**src/design/bdpc_pkg.sv**
```systemverilog
`default_nettype none
// ----------------------------------------------------------------------------
// bdpc_pkg
// Shared types and constants for the button debounce and press classifier.
// ----------------------------------------------------------------------------
package bdpc_pkg;

    localparam int DebounceW = 8;
    localparam int HoldW     = 16;
    localparam int BlinkW    = 16;
    localparam int CfgDataW  = 16;
    localparam int CfgIdxW   = 2;

    localparam logic [DebounceW-1:0] DebounceMax   = '1;
    localparam logic [HoldW-1:0]     HoldMax       = '1;

    localparam logic [DebounceW-1:0] DebounceReset = 8'd5;
    localparam logic [HoldW-1:0]     LongReset     = 16'd100;
    localparam logic [BlinkW-1:0]    BlinkReset    = 16'd10;

    typedef enum logic [CfgIdxW-1:0] {
        CFG_DEBOUNCE = 2'd0,
        CFG_LONG     = 2'd1,
        CFG_BLINK    = 2'd2
    } t_cfg_idx;

    typedef enum logic [1:0] {
        MODE_OFF   = 2'd0,
        MODE_ON    = 2'd1,
        MODE_BLINK = 2'd2
    } t_led_mode;

    typedef struct packed {
        logic short_press;
        logic long_press;
    } t_press_evt;

endpackage
`default_nettype wire

```
**src/design/bdpc_debounce.sv**
```systemverilog
`default_nettype none
// ----------------------------------------------------------------------------
// bdpc_debounce
// Debounce state, accepted level, hold counter and press classification.
// ----------------------------------------------------------------------------
module bdpc_debounce (
    input  wire logic                            i_clk,
    input  wire logic                            i_rst_n,
    input  wire logic                            i_step,
    input  wire logic                            i_btn_raw,
    input  wire logic                            i_edge_seen,
    input  wire logic [bdpc_pkg::DebounceW-1:0]  i_settle_ticks,
    input  wire logic [bdpc_pkg::HoldW-1:0]      i_long_press_ticks,
    output logic                                 o_level,
    output bdpc_pkg::t_press_evt                 o_evt
);
    import bdpc_pkg::*;

    logic                 r_armed;
    logic [DebounceW-1:0] r_count;
    logic                 r_level;
    logic [HoldW-1:0]     r_hold;

    logic                 n_armed;
    logic [DebounceW-1:0] n_count;
    logic                 n_level;
    logic [HoldW-1:0]     n_hold;

    logic                 armed0;
    logic [DebounceW-1:0] count0;
    logic [DebounceW-1:0] count1;
    logic [HoldW-1:0]     hold1;

    always_comb begin
        armed0 = i_edge_seen | r_armed;
        count0 = i_edge_seen ? '0 : r_count;
        count1 = (count0 < DebounceMax) ? count0 + 1'b1 : count0;
        n_armed = armed0;
        n_count = count0;
        n_level = r_level;
        hold1   = r_hold;
        o_evt   = '0;
        if (armed0) begin
            if (i_btn_raw == r_level) begin
                n_armed = 1'b0;
                n_count = '0;
            end else if (count1 >= i_settle_ticks) begin
                n_level = i_btn_raw;
                n_armed = 1'b0;
                n_count = '0;
                // release after a nonzero hold gives one event
                if (!i_btn_raw && r_hold != '0) begin
                    o_evt.short_press = (r_hold < i_long_press_ticks);
                    o_evt.long_press  = (r_hold >= i_long_press_ticks);
                end
                hold1 = '0;
            end else begin
                n_count = count1;
            end
        end
        n_hold = (n_level && hold1 < HoldMax) ? hold1 + 1'b1 : hold1;
        o_level = n_level;
    end

    always_ff @(posedge i_clk) begin
        if (!i_rst_n) begin
            r_armed <= 1'b0;
            r_count <= '0;
            r_level <= 1'b0;
            r_hold  <= '0;
        end else if (i_step) begin
            r_armed <= n_armed;
            r_count <= n_count;
            r_level <= n_level;
            r_hold  <= n_hold;
        end
    end

endmodule
`default_nettype wire

```
**src/design/bdpc_led_ctrl.sv**
```systemverilog
`default_nettype none
// ----------------------------------------------------------------------------
// bdpc_led_ctrl
// Three-mode LED controller: mode stepping on press events and blink timer.
// ----------------------------------------------------------------------------
module bdpc_led_ctrl (
    input  wire logic                         i_clk,
    input  wire logic                         i_rst_n,
    input  wire logic                         i_step,
    input  wire bdpc_pkg::t_press_evt         i_evt,
    input  wire logic [bdpc_pkg::BlinkW-1:0]  i_blink_ticks,
    output bdpc_pkg::t_led_mode               o_mode,
    output logic                              o_led
);
    import bdpc_pkg::*;

    t_led_mode         r_mode;
    logic [BlinkW-1:0] r_blink;
    logic              r_led;

    t_led_mode         n_mode;
    logic [BlinkW-1:0] n_blink;
    logic              n_led;

    logic [BlinkW-1:0] blink1;
    logic              toggle;

    always_comb begin
        blink1  = r_blink + 1'b1;
        toggle  = 1'b0;
        n_blink = '0;
        if (r_mode == MODE_BLINK) begin
            if (blink1 >= i_blink_ticks) begin
                toggle = 1'b1;
            end else begin
                n_blink = blink1;
            end
        end

        n_mode = r_mode;
        n_led  = r_led;
        if (i_evt.short_press) begin
            unique case (r_mode)
                MODE_OFF: begin
                    n_mode = MODE_ON;
                    n_led  = 1'b1;
                end
                MODE_ON: begin
                    n_mode = MODE_BLINK;
                end
                default: begin
                    n_mode = MODE_OFF;
                    n_led  = 1'b0;
                end
            endcase
        end
        if (i_evt.long_press) begin
            n_mode = MODE_OFF;
            n_led  = 1'b0;
        end
        // toggle dropped when the mode left blink this tick
        if (toggle && n_mode == MODE_BLINK) begin
            n_led = ~n_led;
        end
        o_mode = n_mode;
        o_led  = n_led;
    end

    always_ff @(posedge i_clk) begin
        if (!i_rst_n) begin
            r_mode  <= MODE_OFF;
            r_blink <= '0;
            r_led   <= 1'b0;
        end else if (i_step) begin
            r_mode  <= n_mode;
            r_blink <= n_blink;
            r_led   <= n_led;
        end
    end

endmodule
`default_nettype wire

```
**src/design/button_debounce_press_classifier_top.sv**
```systemverilog
`default_nettype none
// A result beat is valid once its accepted input beat has passed the input
// register, taken at the accepting edge, and then the result register.
// Throughput: one tick per clock without receiver stalls; a tick's update is
// one pass of counter and compare logic between input and result registers.
// Reset: synchronous, active low; clears valid flags, debounce and LED state
// and restores register defaults (debounce 5, long press 100, blink 10).
// ----------------------------------------------------------------------------
// button_debounce_press_classifier_top
// Button debounce, short/long press classification and LED mode control.
// ----------------------------------------------------------------------------
module button_debounce_press_classifier_top (
    input  wire logic                           i_clk,
    input  wire logic                           i_rst_n,
    input  wire logic                           i_cfg_we,
    input  wire logic [bdpc_pkg::CfgIdxW-1:0]   i_cfg_idx,
    input  wire logic [bdpc_pkg::CfgDataW-1:0]  i_cfg_data,
    input  wire logic                           i_in_valid,
    output logic                                o_in_ready,
    input  wire logic                           i_btn_raw,
    input  wire logic                           i_edge_seen,
    output logic                                o_out_valid,
    input  wire logic                           i_out_ready,
    output logic                                o_button_level,
    output logic                                o_short_press,
    output logic                                o_long_press,
    output logic [1:0]                          o_led_mode,
    output logic                                o_led_out
);
    import bdpc_pkg::*;

    logic [DebounceW-1:0] r_settle_ticks;
    logic [HoldW-1:0]     r_long_ticks;
    logic [BlinkW-1:0]    r_blink_ticks;

    logic r_in_valid;
    logic r_raw;
    logic r_edge;

    logic       r_out_valid;
    logic       r_level;
    t_press_evt r_evt;
    t_led_mode  r_mode;
    logic       r_led;

    logic       advance;
    logic       step;
    logic       level;
    t_press_evt evt;
    t_led_mode  mode;
    logic       led;

    assign advance    = !r_out_valid || i_out_ready;
    assign step       = r_in_valid && advance;
    assign o_in_ready = !r_in_valid || advance;

    always_ff @(posedge i_clk) begin
        if (!i_rst_n) begin
            r_settle_ticks <= DebounceReset;
            r_long_ticks   <= LongReset;
            r_blink_ticks  <= BlinkReset;
        end else if (i_cfg_we) begin
            unique case (i_cfg_idx)
                CFG_DEBOUNCE: r_settle_ticks <= i_cfg_data[DebounceW-1:0];
                CFG_LONG:     r_long_ticks   <= i_cfg_data[HoldW-1:0];
                CFG_BLINK:    r_blink_ticks  <= i_cfg_data[BlinkW-1:0];
                default:      ;
            endcase
        end
    end

    // input register
    always_ff @(posedge i_clk) begin
        if (!i_rst_n) begin
            r_in_valid <= 1'b0;
        end else if (o_in_ready) begin
            r_in_valid <= i_in_valid;
        end
    end

    always_ff @(posedge i_clk) begin
        if (o_in_ready && i_in_valid) begin
            r_raw  <= i_btn_raw;
            r_edge <= i_edge_seen;
        end
    end

    bdpc_debounce u_debounce (
        .i_clk              (i_clk),
        .i_rst_n            (i_rst_n),
        .i_step             (step),
        .i_btn_raw          (r_raw),
        .i_edge_seen        (r_edge),
        .i_settle_ticks     (r_settle_ticks),
        .i_long_press_ticks (r_long_ticks),
        .o_level            (level),
        .o_evt              (evt)
    );

    bdpc_led_ctrl u_led_ctrl (
        .i_clk         (i_clk),
        .i_rst_n       (i_rst_n),
        .i_step        (step),
        .i_evt         (evt),
        .i_blink_ticks (r_blink_ticks),
        .o_mode        (mode),
        .o_led         (led)
    );

    // result register
    always_ff @(posedge i_clk) begin
        if (!i_rst_n) begin
            r_out_valid <= 1'b0;
        end else if (advance) begin
            r_out_valid <= r_in_valid;
        end
    end

    always_ff @(posedge i_clk) begin
        if (step) begin
            r_level <= level;
            r_evt   <= evt;
            r_mode  <= mode;
            r_led   <= led;
        end
    end

    assign o_out_valid    = r_out_valid;
    assign o_button_level = r_level;
    assign o_short_press  = r_evt.short_press;
    assign o_long_press   = r_evt.long_press;
    assign o_led_mode     = r_mode;
    assign o_led_out      = r_led;

endmodule
`default_nettype wire

```
**config.mk**
```make
export PLATFORM = sky130hd
export DESIGN_NAME = button_debounce_press_classifier_top
export DESIGN_NICKNAME = d
export VERILOG_FILES = /design/src/design/bdpc_pkg.sv /design/src/design/bdpc_debounce.sv /design/src/design/bdpc_led_ctrl.sv /design/src/design/button_debounce_press_classifier_top.sv
export SDC_FILE = /design/constraint.sdc
export NUM_CORES = 1
export LEC_CHECK = 0
export BUFFER_PORTS_ARGS = -buffer_cell sky130_fd_sc_hd__buf_2
export CAP_MARGIN = 10
export CORE_MARGIN = 3
export CORE_UTILIZATION = 55
export CTS_CLUSTER_DIAMETER = 150
export DETAILED_ROUTE_END_ITERATION = 12
export PLACE_DENSITY = 0.76
export RECOVER_POWER = 100
export SLEW_MARGIN = 20
export SYNTH_ARGS = -nofsm -noshare
export SYNTH_HDL_FRONTEND = slang
export SYNTH_SLANG_ARGS = --single-unit
export TNS_END_PERCENT = 30
```
**constraint.sdc**
```tcl
create_clock -name i_clk -period 4.6 [get_ports i_clk]
set_clock_uncertainty 0.2 [all_clocks]
set_input_delay 1.38 -clock i_clk [delete_from_list [all_inputs] [get_ports i_clk]]
set_output_delay 1.38 -clock i_clk [all_outputs]
set_load 0.01 [all_outputs]
```
; Word-level counts from Yosys, hierarchy flattened
; Index checks and enable logic that the tools add are counted.
[word_totals]
register_bits = 95
in_bits = 25
out_inout_bits = 8
[op_classes]
addsub = 3
order_cmp = 6
eq_ne = 6
n_mux = 30
bitwise_logic = 2
reduce_logical = 16
[ops]
columns = op, count
row1 = $mux 16, 6
row2 = $mux 8, 5
row3 = $add 16x1->16 const B, 2
row4 = $ge 16x16->1, 2
row5 = $lt 16x16->1, 1
row6 = $lt 16x16->1 const B, 1
row7 = $reduce_bool 16->1, 1
row8 = $mux 2, 6
row9 = $mux 1, 11
row10 = $add 8x1->8 const B, 1
row11 = $ge 8x8->1, 1
row12 = $lt 8x8->1 const B, 1
row13 = $eq 2x2->1 const B, 3
row14 = $reduce_and 2->1, 3
row15 = $logic_and 1x1->1, 5
row16 = $eq 2x1->1 const B, 2
row17 = $logic_not 2->1, 2
row18 = $pmux 2 s2, 1
row19 = $logic_not 1->1, 3
row20 = $logic_or 1x1->1, 2
row21 = $pmux 1 s2, 1
row22 = $eq 1x1->1, 1
row23 = $not 1->1, 1
row24 = $or 1x1->1, 1

; Longest topological paths before layout
; Gate-level depths: netlist (run 1).
[logic_depth]
ltp_word = 12
depth_mapped = 21

; Modules after synthesis
; Synthesis (run 1) repeated with hierarchy kept, for this count alone.
[unflattened]
hier_cells = 674
area_unflattened_um2 = 5926.9
[modules_own_cells]
columns = mod, instances, cells_per_inst, area_per_inst_um2, seq_area_each_um2
row1 = bdpc_debounce, 1, 306, 2408.6, 520.5
row2 = button_debounce_press_classifier_top, 1, 172, 1881.8, 1081.0
row3 = bdpc_led_ctrl, 1, 196, 1636.6, 380.4

; Worst setup path after synthesis (run 1)
; No wires, ideal clock.
[synth_path]
path_type = register to register
start = register r_edge
end = register u_debounce.r_hold[14]
setup_time_ns = 0.070
arrival_time_ns = 4.044
required_time_ns = 4.330
setup_slack_ns = 0.286
stages_incl_launch_ff = 21
n_path_buf = 2
cell_sequence = edfxtp_1 > buf_6 > nor2b_1 > ha_1 > nand4_1 > nand4_1 > xor2_1 > nor2_1 > ha_1 > nand4_1 > o31a_2 > nor3_2 > nor2_1 > ha_1 > and3_1 > nand4_1 > nand4_1 > a21o_1 > buf_6 > a2111o_1 > a21oi_1
[synth_via]
elab_chain_cells = 10
word_cells_on_any_way = 16
[synth_rtl]
columns = element, line
row1 = "start, declared", button_debounce_press_classifier_top.sv:38  ; logic r_edge;
row2 = "start signal, assigned", button_debounce_press_classifier_top.sv:84  ; r_edge <= i_edge_seen;
row3 = $mux 8, bdpc_debounce.sv:36  ; count0 = i_edge_seen ? '0 : r_count;
row4 = $add 8x1->8 / $lt 8x8->1 (equally long branches), bdpc_debounce.sv:37  ; count1 = (count0 < DebounceMax) ? count0 + 1'b1 : count0;
row5 = $mux 8, bdpc_debounce.sv:37
row6 = $ge 8x8->1, bdpc_debounce.sv:47  ; end else if (count1 >= i_settle_ticks) begin
row7 = $mux 16, bdpc_debounce.sv:47
row8 = $mux 16, bdpc_debounce.sv:44  ; if (i_btn_raw == r_level) begin
row9 = $mux 16, bdpc_debounce.sv:43  ; if (armed0) begin
row10 = $lt 16x16->1, bdpc_debounce.sv:61  ; n_hold = (n_level && hold1 < HoldMax) ? hold1 + 1'b1 : hold1;
row11 = $logic_and 1x1->1, bdpc_debounce.sv:61
row12 = $mux 16 (*), bdpc_debounce.sv:61
row13 = "end signal, assigned", bdpc_debounce.sv:75  ; r_hold <= n_hold;
row14 = "end, declared", bdpc_debounce.sv:22  ; logic [HoldW-1:0] r_hold;
; Mark *: on every way between the ends. The rest lies on a longest branch, timed or not.
; A chain may end at the register's enable or synchronous reset.

; Worst setup path in the final report (run 1)
[layout_path]
start = register r_edge
end = register u_debounce.r_hold[10]
; Same word-level chain as after synthesis.

==> results of run 1 <==
[sequential cells by signal, indices dropped and copies added (netlist names), 2 cells and up]
register	cells
r_settle_ticks	8
r_blink_ticks	16
u_debounce.r_count	8
o_led_mode	2
u_debounce.r_hold	16
r_long_ticks	16
u_led_ctrl.r_blink	16
u_led_ctrl.r_mode	2
[repair_timing]
item,CTS,global route
gates resized for setup,1,15
pin swaps,1,12
cloned,0,1
buffers inserted,2,7
endpoints found under the setup margin,3,15
[cells by family after synthesis]
| group | count (synthesis) | synth area share |
|---|---|---|
| adder cells (fa/ha/maj) | 43 | 0.0980 |
| flip-flops | 95 | 0.361 |
| multiplexers | 5 | 0.00934 |
| AND/OR/NAND/NOR | 257 | 0.232 |
| XOR/XNOR | 21 | 0.0335 |
| AO/OA/AOI/OAI | 164 | 0.202 |
| buffers and inverters | 78 | 0.0647 |
[metrics by stage]
stage | area [µm²] | setup slack [ns]
after floorplan | 5490 | 0.286
after global placement | 5710 | 0.233
after detailed placement | 5710 | -0.0296
after CTS | 5900 | 0.0726
after global routing | 6000 | -0.126
final | 6000 | 0.0515
[worst max path at each step]
stage               slack (ns)  startpoint               endpoint
CTS                       0.07      r_edge  u_debounce.r_hold[12]
floorplan                 0.29      r_edge  u_debounce.r_hold[14]
finish                    0.05      r_edge  u_debounce.r_hold[10]
global placement          0.23      r_edge  u_debounce.r_hold[12]
detailed placement       -0.03      r_edge  u_debounce.r_hold[12]
global route             -0.13      r_edge   u_debounce.r_hold[6]
[per-layer routing]
metal	global-route usage	vias up	wire, µm
met5	0	-	0
met4	0.0897	0	346
met3	0.0425	32	787
met2	0.371	181	6010
met1	0.308	2327	6030
li1	-	2444	-
[cell type report]
class / instances / share of cell area
clock buffers: 10 / 0.0213
flip-flops and latches: 95 / 0.330
multi-input cells: 491 / 0.536
inverters: 46 / 0.0290
repair buffers: 51 / 0.0488
clock inverters: 6 / 0.00854
well taps: 129 / 0.0269
[power breakdown]
part           total (mW)  internal [mW]  switching [mW]
clock network       0.529          0.245           0.284
registers           0.864          0.852          0.0121
logic               0.148         0.0521          0.0962
total                1.54           1.15           0.392
[worst max-delay path: cells and delay by family (launching register included)]
family	cells	cell delay (ns)
AO/OA/AOI/OAI	4	0.90
XOR/XNOR	1	0.16
adder cells (fa/ha/maj)	2	0.50
buffers and inverters	3	0.47
flip-flops	1	0.46
AND/OR/NAND/NOR	10	1.79
[cell usage in the layout (no fill, tap or decap), types with 9 or more instances in the layout]
cell type,count
o211ai_1,11
nand3_1,15
nand2_1,97
and3_1,14
inv_1,44
a21oi_1,72
buf_4,17
buf_2,24
clkbuf_1,10
xor2_1,13
dfxtp_1,87
ha_1,40
nand4_1,23
nor2_1,46
o21ai_0,11
a22oi_1,14
clkbuf_8,9
==> qor.txt, run 1 <==
fin crit share - 0.989
unrepaired setup endpoints after global routing - true
Rows - 35
overall power - 1.54 mW
dominant cells by area after synthesis - dfxtp_1 (32%), ha_1 (9.8%), nand2_1 (6.7%)
# hold bufs at CTS - 0
CP max stage delay - 0.46 ns
FF-to-FF path depth - 20
CP max-delay cell - edfxtp_1
Filler cells - 834
Worst Hold Launch - r_long_ticks[9]
Hold Path Sink - r_long_ticks[9]
Die H - 106 µm
actual slew at the worst max-slew pin - 0.764 ns
crit-path most repeated cell - nand4_1
Detailed Place HPWL - 9350 µm
synthesis-to-finish area growth - 9.32%
grt ovf - 0
nets - 762
Slew Viols, Final - 0
vias in the first global route - 4502
Top FF cell, synth - dfxtp_1
Crit Path Class - reg -> reg
CP Launch Type - flop
asr flop ratio synth - 0
initial antenna violation count - 0
WL/cell - 15.9 µm
max cap viols - 0
Routed Antenna Nets - 0
crit path capture type - flop
die width - 106 µm
post-route insts no fill - 828
Worst slew margin - 0.491
clk root buf - clkbuf_8
Req. time, crit path - 4.69 ns
number of remaining DRC errors - 0
WHS - 0.257 ns
arrival time at the worst endpoint - 4.64 ns
setup_tns - 0 ns
Inserted Diodes - 0
sequential area share after synthesis - 0.361
CTS max path bufs - 2
# IOs - 33
Yosys top cell by area - dfxtp_1
most numerous cell in the Yosys netlist - nand2_1
Initial Utilization - 0.581
total wire length - 13200 µm
CORE AREA - 0.00946 mm²
top cells by count, synth - nand2_1 (98), dfxtp_1 (87), a21oi_1 (73), nor2_1 (46), inv_1 (45)
cells along the critical path - buf_6, and4b_1, nand4_1, nand4_1, xor2_1, nor2_1, ha_1, nand4_1, buf_4, o31ai_4, nand3_2, and2_4, ha_2, and3_1, nand4_1, nand4_1, a21o_4, buf_4, a2111o_1, a21oi_1
routed via count - 4984
post-synthesis cell count - 663
Tmin final - 4.55 ns
CTS tree - done
Hold Path Class - reg -> reg
Reg area - 0.00198 mm²
Syn Area/Cell - 8.28 µm²
Pwr Density - 257 mW/mm²
register bit total from synthesis - 95
initial detailed-routing violation count - 366
RePlAce Congestion - 0.843
total CTS buffers - 9
H-tree depth - 3
final-report hold violation count - 0
Setup violations, final - 0
status - completed
Worst R2R End - u_debounce.r_hold[10]
first-pass GRT wire length - 21200 µm
Clock Pin Slew Worst Setup and Hold Paths - 0.09 ns
Distinct cells, synth - 66
mapped cell area - 0.00549 mm²
top-area cell type share of the netlist area - 0.317
Util after Layout - 0.635
largest net degree at the start of global routing - 61
DRT Pass-1 Iters - 7
area of the multi-input gates - 0.00322 mm²
Port Buf Inserts - 32
gr usage total - 0.231
f_max - 220 MHz
layout cells sized above 1 - 0.117
reg2reg setup slack - 0.05 ns
Reg2Reg Launch Point - r_edge
die area - 0.0112 mm²
Placed Cells - 802
latest clock arrival within the worst-skew pair - 0.36 ns
Post-synth EDFFs - 8
largest fanout on the critical path - 7
routed vias/inst - 6.02
Yosys warning total - 0
VDD IR max - 193 µV
Syn Nets - 731
Hold Crit Depth - 2
clk sinks - 95
leak pwr - 2.33 nW
Power figures use the tool's default switching activity.
==> run 2, diff against run 1 <==
--- a/config.mk
+++ b/config.mk
@@ -12,7 +12,6 @@
 export CTS_CLUSTER_DIAMETER = 150
 export DETAILED_ROUTE_END_ITERATION = 12
 export PLACE_DENSITY = 0.76
-export RECOVER_POWER = 100
 export SLEW_MARGIN = 20
 export SYNTH_ARGS = -nofsm -noshare
 export SYNTH_HDL_FRONTEND = slang
==> run 2 against run 1 <==
Against the previous run:
- global-route usage unchanged
- die area unchanged
- sequential power barely moved
- hold slack is essentially flat
- worst setup slack improved by 0.020 ns
- critical endpoint unchanged
- largest power group unchanged
- highest routed layer unchanged
==> qor.txt, run 2 (synthesis gave the netlist of run 1 again) <==
setup_tns - 0 ns (unchanged)
Placed Cells - 802 (unchanged)
# hold bufs at CTS - 0 (unchanged)
cells along the critical path - buf_6, and4b_1, nand4_1, nand4_1, xor2_1, nor2_1, ha_1, nand4_1, buf_4, o31ai_4, nand3_2, and2_4, ha_2, and3_1, nand4_1, nand4_1, a21o_4, buf_4, a2111o_1, a21oi_1
clk root buf - clkbuf_8
gr usage total - 0.231 (unchanged)
f_max - 221 MHz (+0.43%)
CP max stage delay - 0.46 ns (about the same)
Worst slew margin - 0.490 (about the same)
CTS tree - done
CP max-delay cell - edfxtp_1
CP Launch Type - flop
commonest cells after routing, fill and taps aside - nand2_1 (97), dfxtp_1 (87), a21oi_1 (72)
CORE AREA - 0.00946 mm² (unchanged)
initial detailed-routing violation count - 366 (unchanged)
Crit Path Class - reg -> reg
grt ovf - 0 (unchanged)
Hold Crit Depth - 2 (unchanged)
Tmin final - 4.53 ns (-0.0196 ns)
Inserted Diodes - 0 (unchanged)
Die H - 106 µm (unchanged)
layout cells sized above 1 - 0.130 (+0.0129)
largest fanout on the critical path - 7 (unchanged)
CTS max path bufs - 2 (unchanged)
Initial Utilization - 0.581 (unchanged)
nets - 762 (unchanged)
initial antenna violation count - 0 (unchanged)
first-pass GRT wire length - 21200 µm (unchanged)
Util after Layout - 0.636 (+0.00145)
H-tree depth - 3 (unchanged)
worst path buffer plus inverter count - 3 (unchanged)
Pwr Density - 256 mW/mm² (-0.17%)
routed via count - 4939 (-0.90%)
Rows - 35 (unchanged)
total wire length - 13100 µm (-0.27%)
FF-to-FF path depth - 20 (unchanged)
Detailed Place HPWL - 9350 µm (unchanged)
area of the multi-input gates - 0.00322 mm² (unchanged)
latest clock arrival within the worst-skew pair - 0.36 ns (about the same)
RePlAce Congestion - 0.843 (unchanged)
status - completed
fin crit share - 0.985 (-0.00427)
VDD IR max - 193 µV (+0.18%)
routed vias/inst - 5.96 (-0.90%)
crit path capture type - flop
synthesis-to-finish area growth - 9.57%
leak pwr - 2.35 nW (+1.2%)
vias in the first global route - 4502 (unchanged)
crit-path most repeated cell - nand4_1
total CTS buffers - 9 (unchanged)
die width - 106 µm (unchanged)
Reg area - 0.00198 mm² (unchanged)
die area - 0.0112 mm² (unchanged)
CP delay by family, top - simple AND/OR/NAND/NOR gates
Clock Pin Slew Worst Setup and Hold Paths - 0.09 ns (about the same)
clk sinks - 95 (unchanged)
DRT Pass-1 Iters - 5 (-2)
post-route insts no fill - 828 (unchanged)
Routed Antenna Nets - 0 (unchanged)
Port Buf Inserts - 32 (unchanged)
Setup violations, final - 0 (unchanged)
unrepaired setup endpoints after global routing - true
arrival time at the worst endpoint - 4.62 ns (-0.02 ns)
largest net degree at the start of global routing - 61 (unchanged)
number of remaining DRC errors - 0 (unchanged)
Slew Viols, Final - 0 (unchanged)
WL/cell - 15.9 µm (-0.27%)
# IOs - 33 (unchanged)
Hold Path Class - reg -> reg
max cap viols - 0 (unchanged)
Filler cells - 827 (-0.84%)
actual slew at the worst max-slew pin - 0.765 ns (+0.000499 ns)
Req. time, crit path - 4.70 ns (about the same)
final-report hold violation count - 0 (unchanged)
most common cell after layout, fill and taps aside - nand2_1
CP Depth - 20 (unchanged)
-- run 2: worst paths after layout --
| kind | endpoint | slack [ns] | start |
|---|---|---|---|
| worst max-delay path | u_debounce.r_hold[10] | 0.07 | r_edge |
| worst min register to register | r_long_ticks[9] | 0.26 | r_long_ticks[9] |
| worst min-delay path | r_long_ticks[9] | 0.26 | r_long_ticks[9] |
| worst max register to register | u_debounce.r_hold[10] | 0.07 | r_edge |
-- run 2: per-layer routing --
| metal | share of wire | wire, µm | track usage | up-vias |
|---|---|---|---|---|
| li1 | - | - | - | 2443 |
| met1 | 0.46 | 6080 | 0.308 | 2315 |
| met2 | 0.45 | 5970 | 0.371 | 149 |
| met3 | 0.057 | 745 | 0.0425 | 32 |
| met4 | 0.026 | 346 | 0.0897 | 0 |
| met5 | 0 | 0 | 0 | - |
-- run 2: where the power goes --
group | switching [mW] | total, mW | internal, mW
Sequential | 0.0120 | 0.864 | 0.852
Combinational | 0.0966 | 0.150 | 0.0532
Clock | 0.284 | 0.528 | 0.245
Total | 0.392 | 1.54 | 1.15
-- run 2: cell type report --
| type | instances | share of cell area |
|---|---|---|
| multi-input cells | 491 | 0.534 |
| inverters | 46 | 0.0289 |
| clock inverters | 6 | 0.00852 |
| repair buffers | 51 | 0.0509 |
| clock buffers | 10 | 0.0212 |
| well taps | 129 | 0.0268 |
| flip-flops and latches | 95 | 0.329 |
-- run 2: stage by stage --
stage	total power [mW]	hold WS, ns	setup WS (ns)	instance area (µm²)
4_1_cts	1.54	0.260	0.0726	5900
2_1_floorplan	0.978	0.236	0.286	5490
3_3_place_gp	1.02	0.243	0.233	5710
5_1_grt	1.60	0.276	-0.126	6020
6_report	1.54	0.257	0.0712	6020
3_5_place_dp	1.02	0.248	-0.0296	5710
-- run 2: timing repair --
action                     CTS  global route
pin swaps                    1            12
resized for setup            1            15
gates cloned                 0             1
buffers inserted             2             7
setup endpoints to repair    3            15
-- run 2: worst register-to-register path, delay by kind of cell, from the launching register on --
kind                     cells  cell delay, ns
flip-flops                   1            0.46
AND/OR/NAND/NOR             10            1.78
adder cells (fa/ha/maj)      2            0.50
AO/OA/AOI/OAI                4            0.89
XOR/XNOR                     1            0.16
buffers and inverters        3            0.47
